File: src/hdl/wave_leapfrog_stencil_3d_top_defines.svh
// assertion macros shared by the stencil block
// no dependencies
`ifndef WAVE_LEAPFROG_STENCIL_3D_TOP_DEFINES_SVH
`define WAVE_LEAPFROG_STENCIL_3D_TOP_DEFINES_SVH
`define WLS_ASSERT_IMP(name, clk, rst_n, ante, cons) \
    name: assert property (@(posedge clk) disable iff (!rst_n) (ante) |-> (cons)) \
        else $error("wls assertion failed");
`define WLS_ASSERT_NXT(name, clk, rst_n, ante, cons) \
    name: assert property (@(posedge clk) disable iff (!rst_n) (ante) |=> (cons)) \
        else $error("wls assertion failed");
`endif

File: src/hdl/wls_pkg.sv
// types and constants of the 3-d wave stencil block
// no dependencies
package wls_pkg;

    localparam int Q_DEPTH = 4;
    localparam int QCW     = 3;
    localparam int ACC_W   = 56;

    localparam logic [2:0] CFG_COEF_X = 3'd0;
    localparam logic [2:0] CFG_COEF_Y = 3'd1;
    localparam logic [2:0] CFG_COEF_Z = 3'd2;
    localparam logic [2:0] CFG_SIZE_X = 3'd3;
    localparam logic [2:0] CFG_SIZE_Y = 3'd4;
    localparam logic [2:0] CFG_SIZE_Z = 3'd5;

    typedef struct packed {
        logic signed [31:0] cur_value;
        logic signed [31:0] old_value;
    } t_in;

    typedef struct packed {
        logic signed [31:0] new_value;
        logic [6:0]         pos_x;
        logic [6:0]         pos_y;
        logic [11:0]        pos_z;
        logic               last_point;
    } t_out;

    typedef struct packed {
        logic [15:0] coef_x;
        logic [15:0] coef_y;
        logic [15:0] coef_z;
        logic [7:0]  size_x;
        logic [7:0]  size_y;
        logic [12:0] size_z;
    } t_cfg;

    typedef struct packed {
        logic [6:0]  pos_x;
        logic [6:0]  pos_y;
        logic [11:0] pos_z;
        logic        last_point;
    } t_meta;

    typedef struct packed {
        logic signed [31:0] c;
        logic signed [31:0] xm;
        logic signed [31:0] xp;
        logic signed [31:0] ym;
        logic signed [31:0] yp;
        logic signed [31:0] below;
        logic signed [31:0] above;
        logic signed [31:0] old;
        t_meta              meta;
    } t_job;

endpackage

File: src/hdl/wls_fifo.sv
// short queue of stencil jobs between front and back end
// depends on wls_pkg and the assertion macro header
`include "wave_leapfrog_stencil_3d_top_defines.svh"
module wls_fifo (
    input  logic              i_clk,
    input  logic              i_rst_n,
    input  logic              i_push,
    input  wls_pkg::t_job     i_job,
    input  logic              i_pop,
    output logic              o_valid,
    output wls_pkg::t_job     o_job,
    output logic [wls_pkg::QCW-1:0] o_free
);
    import wls_pkg::*;

    t_job           r_mem [Q_DEPTH];
    logic [1:0]     r_wp, r_rp;
    logic [QCW-1:0] r_cnt;

    assign o_valid = (r_cnt != '0);
    assign o_job   = r_mem[r_rp];
    assign o_free  = QCW'(Q_DEPTH) - r_cnt;

    always_ff @(posedge i_clk) begin
        if (i_push) begin
            r_mem[r_wp] <= i_job;
        end
    end

    always_ff @(posedge i_clk) begin
        if (!i_rst_n) begin
            r_wp  <= '0;
            r_rp  <= '0;
            r_cnt <= '0;
        end else begin
            if (i_push) begin
                r_wp <= r_wp + 2'd1;
            end
            if (i_pop) begin
                r_rp <= r_rp + 2'd1;
            end
            r_cnt <= r_cnt + QCW'(i_push) - QCW'(i_pop);
        end
    end

    `WLS_ASSERT_IMP(a_no_overflow, i_clk, i_rst_n, i_push, r_cnt != QCW'(Q_DEPTH))
    `WLS_ASSERT_IMP(a_no_underflow, i_clk, i_rst_n, i_pop, r_cnt != '0)
    `WLS_ASSERT_NXT(a_count_up, i_clk, i_rst_n, i_push && !i_pop, r_cnt == $past(r_cnt) + QCW'(1))

endmodule

File: config.mk
export PLATFORM = sky130hd
export DESIGN_NAME = wls_fifo
export DESIGN_NICKNAME = d
export VERILOG_FILES = /design/src/hdl/wls_pkg.sv /design/src/hdl/wls_fifo.sv
export VERILOG_INCLUDE_DIRS = /design/src /design/src/hdl
export SDC_FILE = /design/constraint.sdc
export NUM_CORES = 1
export LEC_CHECK = 0
export BUFFER_PORTS_ARGS = -buffer_cell sky130_fd_sc_hd__buf_2
export CAP_MARGIN = 40
export CORE_MARGIN = 8
export CORE_UTILIZATION = 34
export CTS_BUF_LIST = sky130_fd_sc_hd__clkbuf_2
export DETAILED_ROUTE_END_ITERATION = 16
export REMOVE_ABC_BUFFERS = 1
export SYNTH_ARGS = -nofsm -noshare
export SYNTH_HDL_FRONTEND = slang
export SYNTH_SLANG_ARGS = --single-unit
File: constraint.sdc
create_clock -name i_clk -period 27.8 [get_ports i_clk]
set_input_delay 5.56 -clock i_clk [delete_from_list [all_inputs] [get_ports i_clk]]
set_output_delay 5.56 -clock i_clk [all_outputs]
set_load 0.03 [all_outputs]
==> results of run 1 <==
-- critical path: cells and delay by family (launching register included) --
kind,cells,cell delay (ns)
buf+inv,5,2.01
flops,1,0.79
mux,1,0.58
-- through the flow --
step	area (sq um)	power, mW	instances
after global routing	48800	3.69	4186
after detailed placement	46400	2.51	3696
final	48800	3.51	4197
after CTS	48800	3.59	4173
after floorplan	40800	2.39	1461
after global placement	46000	2.49	3681
-- worst min-delay path by stage --
stage / start / endpoint / slack [ns] / cells after the start
CTS: r_rp[0] / r_rp[1] / 0.52 / 2
global route: r_rp[0] / r_rp[1] / 0.56 / 2
detailed placement: r_rp[1] / flip-flop / 0.52 / 2
finish: r_rp[0] / r_rp[1] / 0.53 / 2
floorplan: r_rp[1] / flip-flop / 0.50 / 2
global placement: r_rp[1] / flip-flop / 0.50 / 2
-- cell type report --
type | instances | area share
inverter | 10 | 0.000769
sequential | 1141 | 0.700
timing repair buffer | 610 | 0.0713
antenna | 24 | 0.00123
tap | 1625 | 0.0416
clock buffer | 418 | 0.0428
multi-input combinational | 310 | 0.136
clock inverter | 59 | 0.00646
-- registers in the layout, indices dropped and copies added (netlist names), named ones only --
register and cells:
r_wp 2, r_mem 1132, r_rp 2, r_cnt 3
-- metal layers --
metal / part of all wire / GRT usage
met5: 0.0016 / 0
met4: 0.022 / 0.0499
met3: 0.092 / 0.0633
met2: 0.51 / 0.227
met1: 0.37 / 0.149
-- kinds of logic (layout without fill, tap and decap cells) --
family,Yosys count,count (layout)
xor+xnor,3,3
flops,1141,1141
buf+inv,74,1097
mux,284,284
simple gates,12,12
compound gates,2,2
fa+ha+maj,9,9
other cells,0,24
-- power groups by stage --
stage                     Combinational [mW]  Clock (mW)  Sequential (mW)
final                                  0.463        1.05             2.00
after global routing                   0.492        1.20             2.00
after CTS                              0.475        1.11             2.00
after detailed placement               0.474           0             2.04
after global placement                 0.458           0             2.04
after floorplan                        0.311           0             2.08
-- cell usage in the layout (no fill, tap or decap), types with 4 or more instances in the layout --
cell type	instances
buf_2	573
and2_4	4
clkinv_2	8
clkinv_1	44
nor2_1	5
buf_4	18
mux4_2	283
inv_1	10
edfxtp_1	1132
dfxtp_1	7
diode_2	24
ha_1	8
buf_16	13
clkbuf_2	418
buf_12	6
==> impl_metrics.ini, run 1 <==
[clock_network]
ctsHoldBuffers = 0
clock_latency_ns = 1.61
cts_tree = yes
cts_root_buffer = clkbuf_2
clock_sinks = 1141
clk_pin_slew_ns = 0.10
post_cts_buffers = 0
cts_buffers = 305
htreeDepth = 5
clockBufferDepth = 4
cts_resized = 0

[power_and_ir_drop]
p_clk_frac = 0.300
switching_power_mw = 0.948
power.leakage_nw = 16.6
p_per_area_nw_per_um2 = 71.9
peakVddDrop_mv = 0.0502
pwr-share-comb = 0.132
sw_frac_of_total = 0.270
intPower_mw = 2.56
power_frac_seq = 0.569

[setup_path]
r2r_cells = 7
regToRegStartpoint = r_wp[0]
cp_cell_sequence = buf_4, buf_4, buf_4, buf_16, mux4_2, buf_2
crit_end = o_job[256]
crit_path_max_fanout = 46
start_kind = flip-flop
crit_path_end_kind = primary output
cp_common_cell = buf_4
crit_type = reg -> out
critPathMaxStageDelay_ns = 0.79
rrSetupSlack_ns = 24.75
r2r-end = r_mem[2][112]
crit_slowest_cell = dfxtp_4
cp.required_ns = 22.24
cp_data_arrival_time_ns = 5.00

[finish]
register_area_sq_um = 34200
drive_above_1_share = 0.523
syn_to_final_growth_pct = 17.4
finalNetCount = 2674
fillers = 10900
multi_input_area_sq_um = 6630
fin_util = 0.402

[logic_synthesis]
synth_most_common_cell = edfxtp_1
yosys.area_share.xor_xnor = 0.000992
synth_cells = 1525
synth_flop_cell = edfxtp_1
synth_cell_types = 19
yosysSeqAreaShare = 0.821
synth_top_family_by_area = multiplexers
ys_warn_count = 0
synth-adder-area-share = 0.00289
yosys.area_share.simple = 0.00153
synth-async-reset-ratio = 0
synthTopCellsByCount = edfxtp_1, mux4_2, buf_12, buf_2, inv_1
yosys.area.top_type = edfxtp_1
synth_top_area_frac = 0.817
synth_seq_cells = 1141
synth_edf_count = 1132
synth-compound-area-share = 0.000361
avgSynthCellArea_sq_um = 27.3
synth.area.mux_share = 0.153
synth_area_sq_um = 41600
synth.area.top_cells = edfxtp_1, mux4_2, buf_12

[detailed_routing]
vias = 19400
drt-pass1-iter-count = 5
vias_per_cell = 4.63
drc_errors = 0
wl_per_cell_um = 21.9
ant_nets = 0
routed_wl_um = 91900
drtIter0Drc = 1120

[timing]
tns_ns = 0
worst_pin_slew_ns = 1.31
final_max_slew_viol_count = 0
finalHoldViolations = 0
period_minus_slack_ns = 10.56
relSlewSlack = 0.125
rsz0062_at_grt = false
holdWs_ns = 0.534
min_period_over_period = 0.380
skew_ns = 0.166
finalSetupViolations = 0
max_freq_mhz = 94.7
postLayoutSetupSlackWorst_ns = 17.24

[global_routing]
grtUsageTotal = 0.135
antenna_found_initial = 31
overflow = 0
grt_max_degree = 133
grt_pass1_vias = 21600
grt_pass1_wl_um = 136000

[floorplan]
ios = 574
die_w_um = 366
num_rows = 128
core_sq_um = 122000
start_util = 0.342
chipHeight_um = 366
die_area_sq_um = 134000

[placement]
hpwl_um = 58800
place_congestion = 0.780
port_buffers = 573
dpl_worst_slack_ns = 18.57

[run]
max_cap_viol_count = 0

[worst_hold_path]
hold_path_class = reg -> reg

[run_status]
status = finished clean
Power figures use the tool's default switching activity.
==> run 2: changes to the inputs <==
==> constraint.sdc (replaced) <==
create_clock -name i_clk -period 10.58 [get_ports i_clk]
set_input_delay 2.116 -clock i_clk [delete_from_list [all_inputs] [get_ports i_clk]]
set_output_delay 2.116 -clock i_clk [all_outputs]
set_load 0.03 [all_outputs]
==> impl_metrics.ini, run 2 (same netlist as run 1, synthesis figures left out) <==
[run_status]
status = finished clean

[placement]
port_buffers = 573
hpwl_um = 58700
placed_cells = 3683
place_congestion = 0.749
dpl_worst_slack_ns = 5.56
placed_cell_area_sq_um = 46200

[setup_path]
cp_data_arrival_time_ns = 4.46
r2r_cells = 3
crit_type = reg -> out
crit_end = o_job[220]
r2r-end = r_mem[1][227]
cp.required_ns = 8.46
crit_path_max_fanout = 119
rrSetupSlack_ns = 7.88
start_kind = flip-flop
crit_path_end_kind = primary output
regToRegStartpoint = r_wp[0]

[finish]
syn_to_final_growth_pct = 17.3
regMostFlops = r_mem
finalNonFillerCells = 4212
final_area_sq_um = 48800
mostFrequentLayoutCells = edfxtp_1, buf_2, clkbuf_2
finalNetCount = 2665
largest_register_ffs = 1132
top_regs = r_mem: 1132 flops, r_cnt: 3 flops
drive_above_1_share = 0.519
final_common_cell = edfxtp_1

[clock_network]
cts_root_buffer = clkbuf_2
ctsHoldBuffers = 0
clock_latency_ns = 1.56
clk_pin_slew_ns = 0.11
cts_tree = yes
clockBufferDepth = 4
cts_buffers = 309
htreeDepth = 5
cts_resized = 0
clock_sinks = 1141
post_cts_buffers = 0

[power_and_ir_drop]
power.leakage_nw = 16.6
power_frac_seq = 0.560
p_per_area_nw_per_um2 = 192
p_clk_frac = 0.309
sw_frac_of_total = 0.274
intPower_mw = 6.79
peakVddDrop_mv = 0.126
switching_power_mw = 2.56
pwr-share-comb = 0.131

[timing]
final_max_slew_viol_count = 0
relSlewSlack = 0.101
skew_ns = 0.0896
tns_ns = 0
holdWs_ns = 0.529
min_period_over_period = 0.622
max_freq_mhz = 152
finalHoldViolations = 0
postLayoutSetupSlackWorst_ns = 4.00
period_minus_slack_ns = 6.58
finalSetupViolations = 0
worst_pin_slew_ns = 1.35
rsz0062_at_grt = false

[floorplan]
core_sq_um = 122000
num_rows = 128
ios = 574
chipHeight_um = 366
start_util = 0.342
die_area_sq_um = 134000
die_w_um = 366

[detailed_routing]
drc_errors = 0
drtIter0Drc = 1276
ant_nets = 0
routed_wl_um = 94900
wl_per_cell_um = 22.5
vias_per_cell = 4.65
drt-pass1-iter-count = 7
vias = 19600

[global_routing]
grt_max_degree = 141
grt_pass1_wl_um = 140000
grt_pass1_vias = 21600
antenna_found_initial = 37
grtUsageTotal = 0.139
overflow = 0

[worst_hold_path]
min_from = r_rp[0]
hold_path_class = reg -> reg

[run]
max_cap_viol_count = 0
run 2: critical path, stage by stage, from the launching register on:
cell and delay [ns]:
dfxtp_4 0.38, buf_12 0.51, buf_4 0.77, mux4_2 0.63, buf_2 0.20
run 2: layer usage:
layer / part of all wire / wire length [um] / GRT usage
met5: 0.0017 / 161 / 0
met4: 0.022 / 2120 / 0.0496
met3: 0.099 / 9400 / 0.0687
met2: 0.50 / 47700 / 0.229
met1: 0.37 / 35500 / 0.156
run 2: through the flow:
step	power, mW	utilization
floorplan	6.27	-
global placement	6.56	0.378
detailed placement	6.59	0.380
CTS	9.55	0.401
global route	9.82	0.401
finish	9.35	0.402
run 2: final cells by class:
class	count	area, sq um
well taps	1625	2030
flip-flops and latches	1141	34200
diodes	20	50.0
multi-input cells	310	6630
fillers	10900	72700
clock inverters	97	523
inverters	10	37.5
repair buffers	597	3300
clock buffers	412	2060
run 2: power groups by stage:
stage                     Combinational, mW  Clock, mW  Sequential, mW
after global routing                   1.30       3.27            5.25
after CTS                              1.26       3.05            5.24
final                                  1.22       2.89            5.24
after floorplan                       0.817          0            5.45
after global placement                 1.23          0            5.34
after detailed placement               1.25          0            5.34
run 2: how the worst min path moves through the flow:
stage / to / slack, ns / depth (start not counted)
floorplan: flip-flop / 0.50 / 2
global placement: flip-flop / 0.53 / 2
detailed placement: flip-flop / 0.55 / 2
CTS: r_mem[2][254] / 0.32 / 1
global route: r_mem[2][254] / 0.44 / 1
finish: flip-flop / 0.53 / 2
==> run 3: changes to the inputs <==
==> constraint.sdc (replaced) <==
create_clock -name i_clk -period 5.95 [get_ports i_clk]
set_input_delay 1.19 -clock i_clk [delete_from_list [all_inputs] [get_ports i_clk]]
set_output_delay 1.19 -clock i_clk [all_outputs]
set_load 0.03 [all_outputs]
==> impl_metrics.ini, run 3 (same netlist as run 1, synthesis figures left out) <==
[finish]
register_area_sq_um = 34200
finalNetCount = 3160
final_common_cell = edfxtp_1
drive_above_1_share = 0.436
regMostFlops = r_mem
syn_to_final_growth_pct = 28.7
top_regs = r_mem: 1132 flops, r_cnt: 3 flops
multi_input_area_sq_um = 6630
fillers = 10500
largest_register_ffs = 1132
mostFrequentLayoutCells = edfxtp_1, buf_2, dlygate4sd3_1

[global_routing]
grt_max_degree = 109
grtUsageMet3 = 0.0549
grt-busiest-layer = met2
antenna_found_initial = 9
grt_pass1_wl_um = 147000
use_met2 = 0.247
met1_usage = 0.161
grt_pass1_vias = 24200
overflow = 0
grtUsageTotal = 0.143

[floorplan]
die_w_um = 366
die_area_sq_um = 134000
core_sq_um = 122000
start_util = 0.342
num_rows = 128
ios = 574
chipHeight_um = 366

[timing]
period_minus_slack_ns = 4.96
skew_ns = 0.0927
rsz0062_at_grt = false
finalHoldViolations = 0
holdWs_ns = 0.410
final_max_slew_viol_count = 0
finalSetupViolations = 0
relSlewSlack = 0.263
max_freq_mhz = 202
min_period_over_period = 0.833
worst_pin_slew_ns = 1.11
tns_ns = 0

[clock_network]
htreeDepth = 5
clock_sinks = 1141
clockBufferDepth = 4
ctsHoldBuffers = 487
cts_resized = 0
cts_tree = yes
clk_pin_slew_ns = 0.09
clock_latency_ns = 1.58
post_cts_buffers = 0
cts_root_buffer = clkbuf_2
cts_buffers = 308

[setup_path]
cpLargestDelayFamily = buffers and inverters
cp_cell_sequence = buf_12, buf_4, mux4_2, buf_2
critPathMaxStageDelay_ns = 0.66
cp.required_ns = 4.76
crit_path_end_kind = primary output
crit_buf_inv = 3
cp_data_arrival_time_ns = 3.77
crit_type = reg -> out
crit_path_max_fanout = 21
start_kind = flip-flop
crit_slowest_cell = dfxtp_4

[detailed_routing]
wl_per_cell_um = 20.8
ant_nets = 0
routed_wl_um = 97400
drc_errors = 0
drt-pass1-iter-count = 5
vias_per_cell = 4.55
vias = 21300
drtIter0Drc = 1099

[power_and_ir_drop]
p_per_area_nw_per_um2 = 312
power.leakage_nw = 18.6
peakVddDrop_mv = 0.221

[placement]
place_congestion = 0.753
port_buffers = 573
hpwl_um = 58200

[run_status]
status = finished clean

[worst_hold_path]
hold_path_class = in -> reg

[run]
max_cap_viol_count = 0
run 3: cell types whose count changed in the layout (fill, tap and decap cells not counted), sizes merged:
cell | before | now
diode | 20 | 14
inv | 17 | 14
clkinv | 84 | 69
bufinv | 5 | 2
clkbuf | 412 | 413
buf | 597 | 606
dlygate4sd3 | 0 | 487
clkinvlp | 1 | 0
run 3: worst reg2reg max path: stages, from the launching register on:
cell and delay, ns:
dfxtp_1 0.36, inv_1 0.10, ha_1 0.16, and2_4 0.64, buf_12 0.42
run 3: layout make-up:
cell class	count	share of cell area
sequential	1141	0.638
timing repair buffer	1093	0.153
multi-input combinational	310	0.124
clock buffer	413	0.0386
tap	1625	0.0380
clock inverter	75	0.00656
inverter	10	0.000701
antenna	14	0.000654
run 3: metrics by stage:
stage,total power [mW],utilization,setup slack (ns),instances,instance area (sq um)
finish,16.7,0.441,0.992,4681,53600
global route,17.6,0.441,0.398,4677,53500
CTS,17.0,0.440,0.444,4667,53500
detailed placement,11.7,0.380,2.47,3692,46200
global placement,11.7,0.380,2.32,3689,46200
floorplan,11.1,-,-7.95,1461,40800
run 3: report_power, final:
part	switching (mW)	total [mW]	leakage [nW]	internal (mW)
clock network	3.02	4.96	1.89	1.94
registers	0.0918	9.32	10.5	9.23
logic	1.48	2.44	6.24	0.964
total	4.59	16.7	18.6	12.1
run 3: metal layers:
metal / vias to the layer above / wire length [um]
met5: - / 18
li1: 9499 / -
met4: 2 / 1860
met1: 10900 / 36900
met3: 146 / 7720
met2: 730 / 50900
run 3: final timing paths:
path / startpoint / depth (start not counted) / slack (ns) / endpoint
setup / recovery: flip-flop / 4 / 0.99 / o_job[129]
hold / removal: i_job[277] / 2 / 0.41 / r_mem[2][277]
setup reg to reg: r_wp[0] / 4 / 3.42 / r_mem[0][78]
hold reg to reg: r_rp[0] / 2 / 0.51 / r_rp[1]
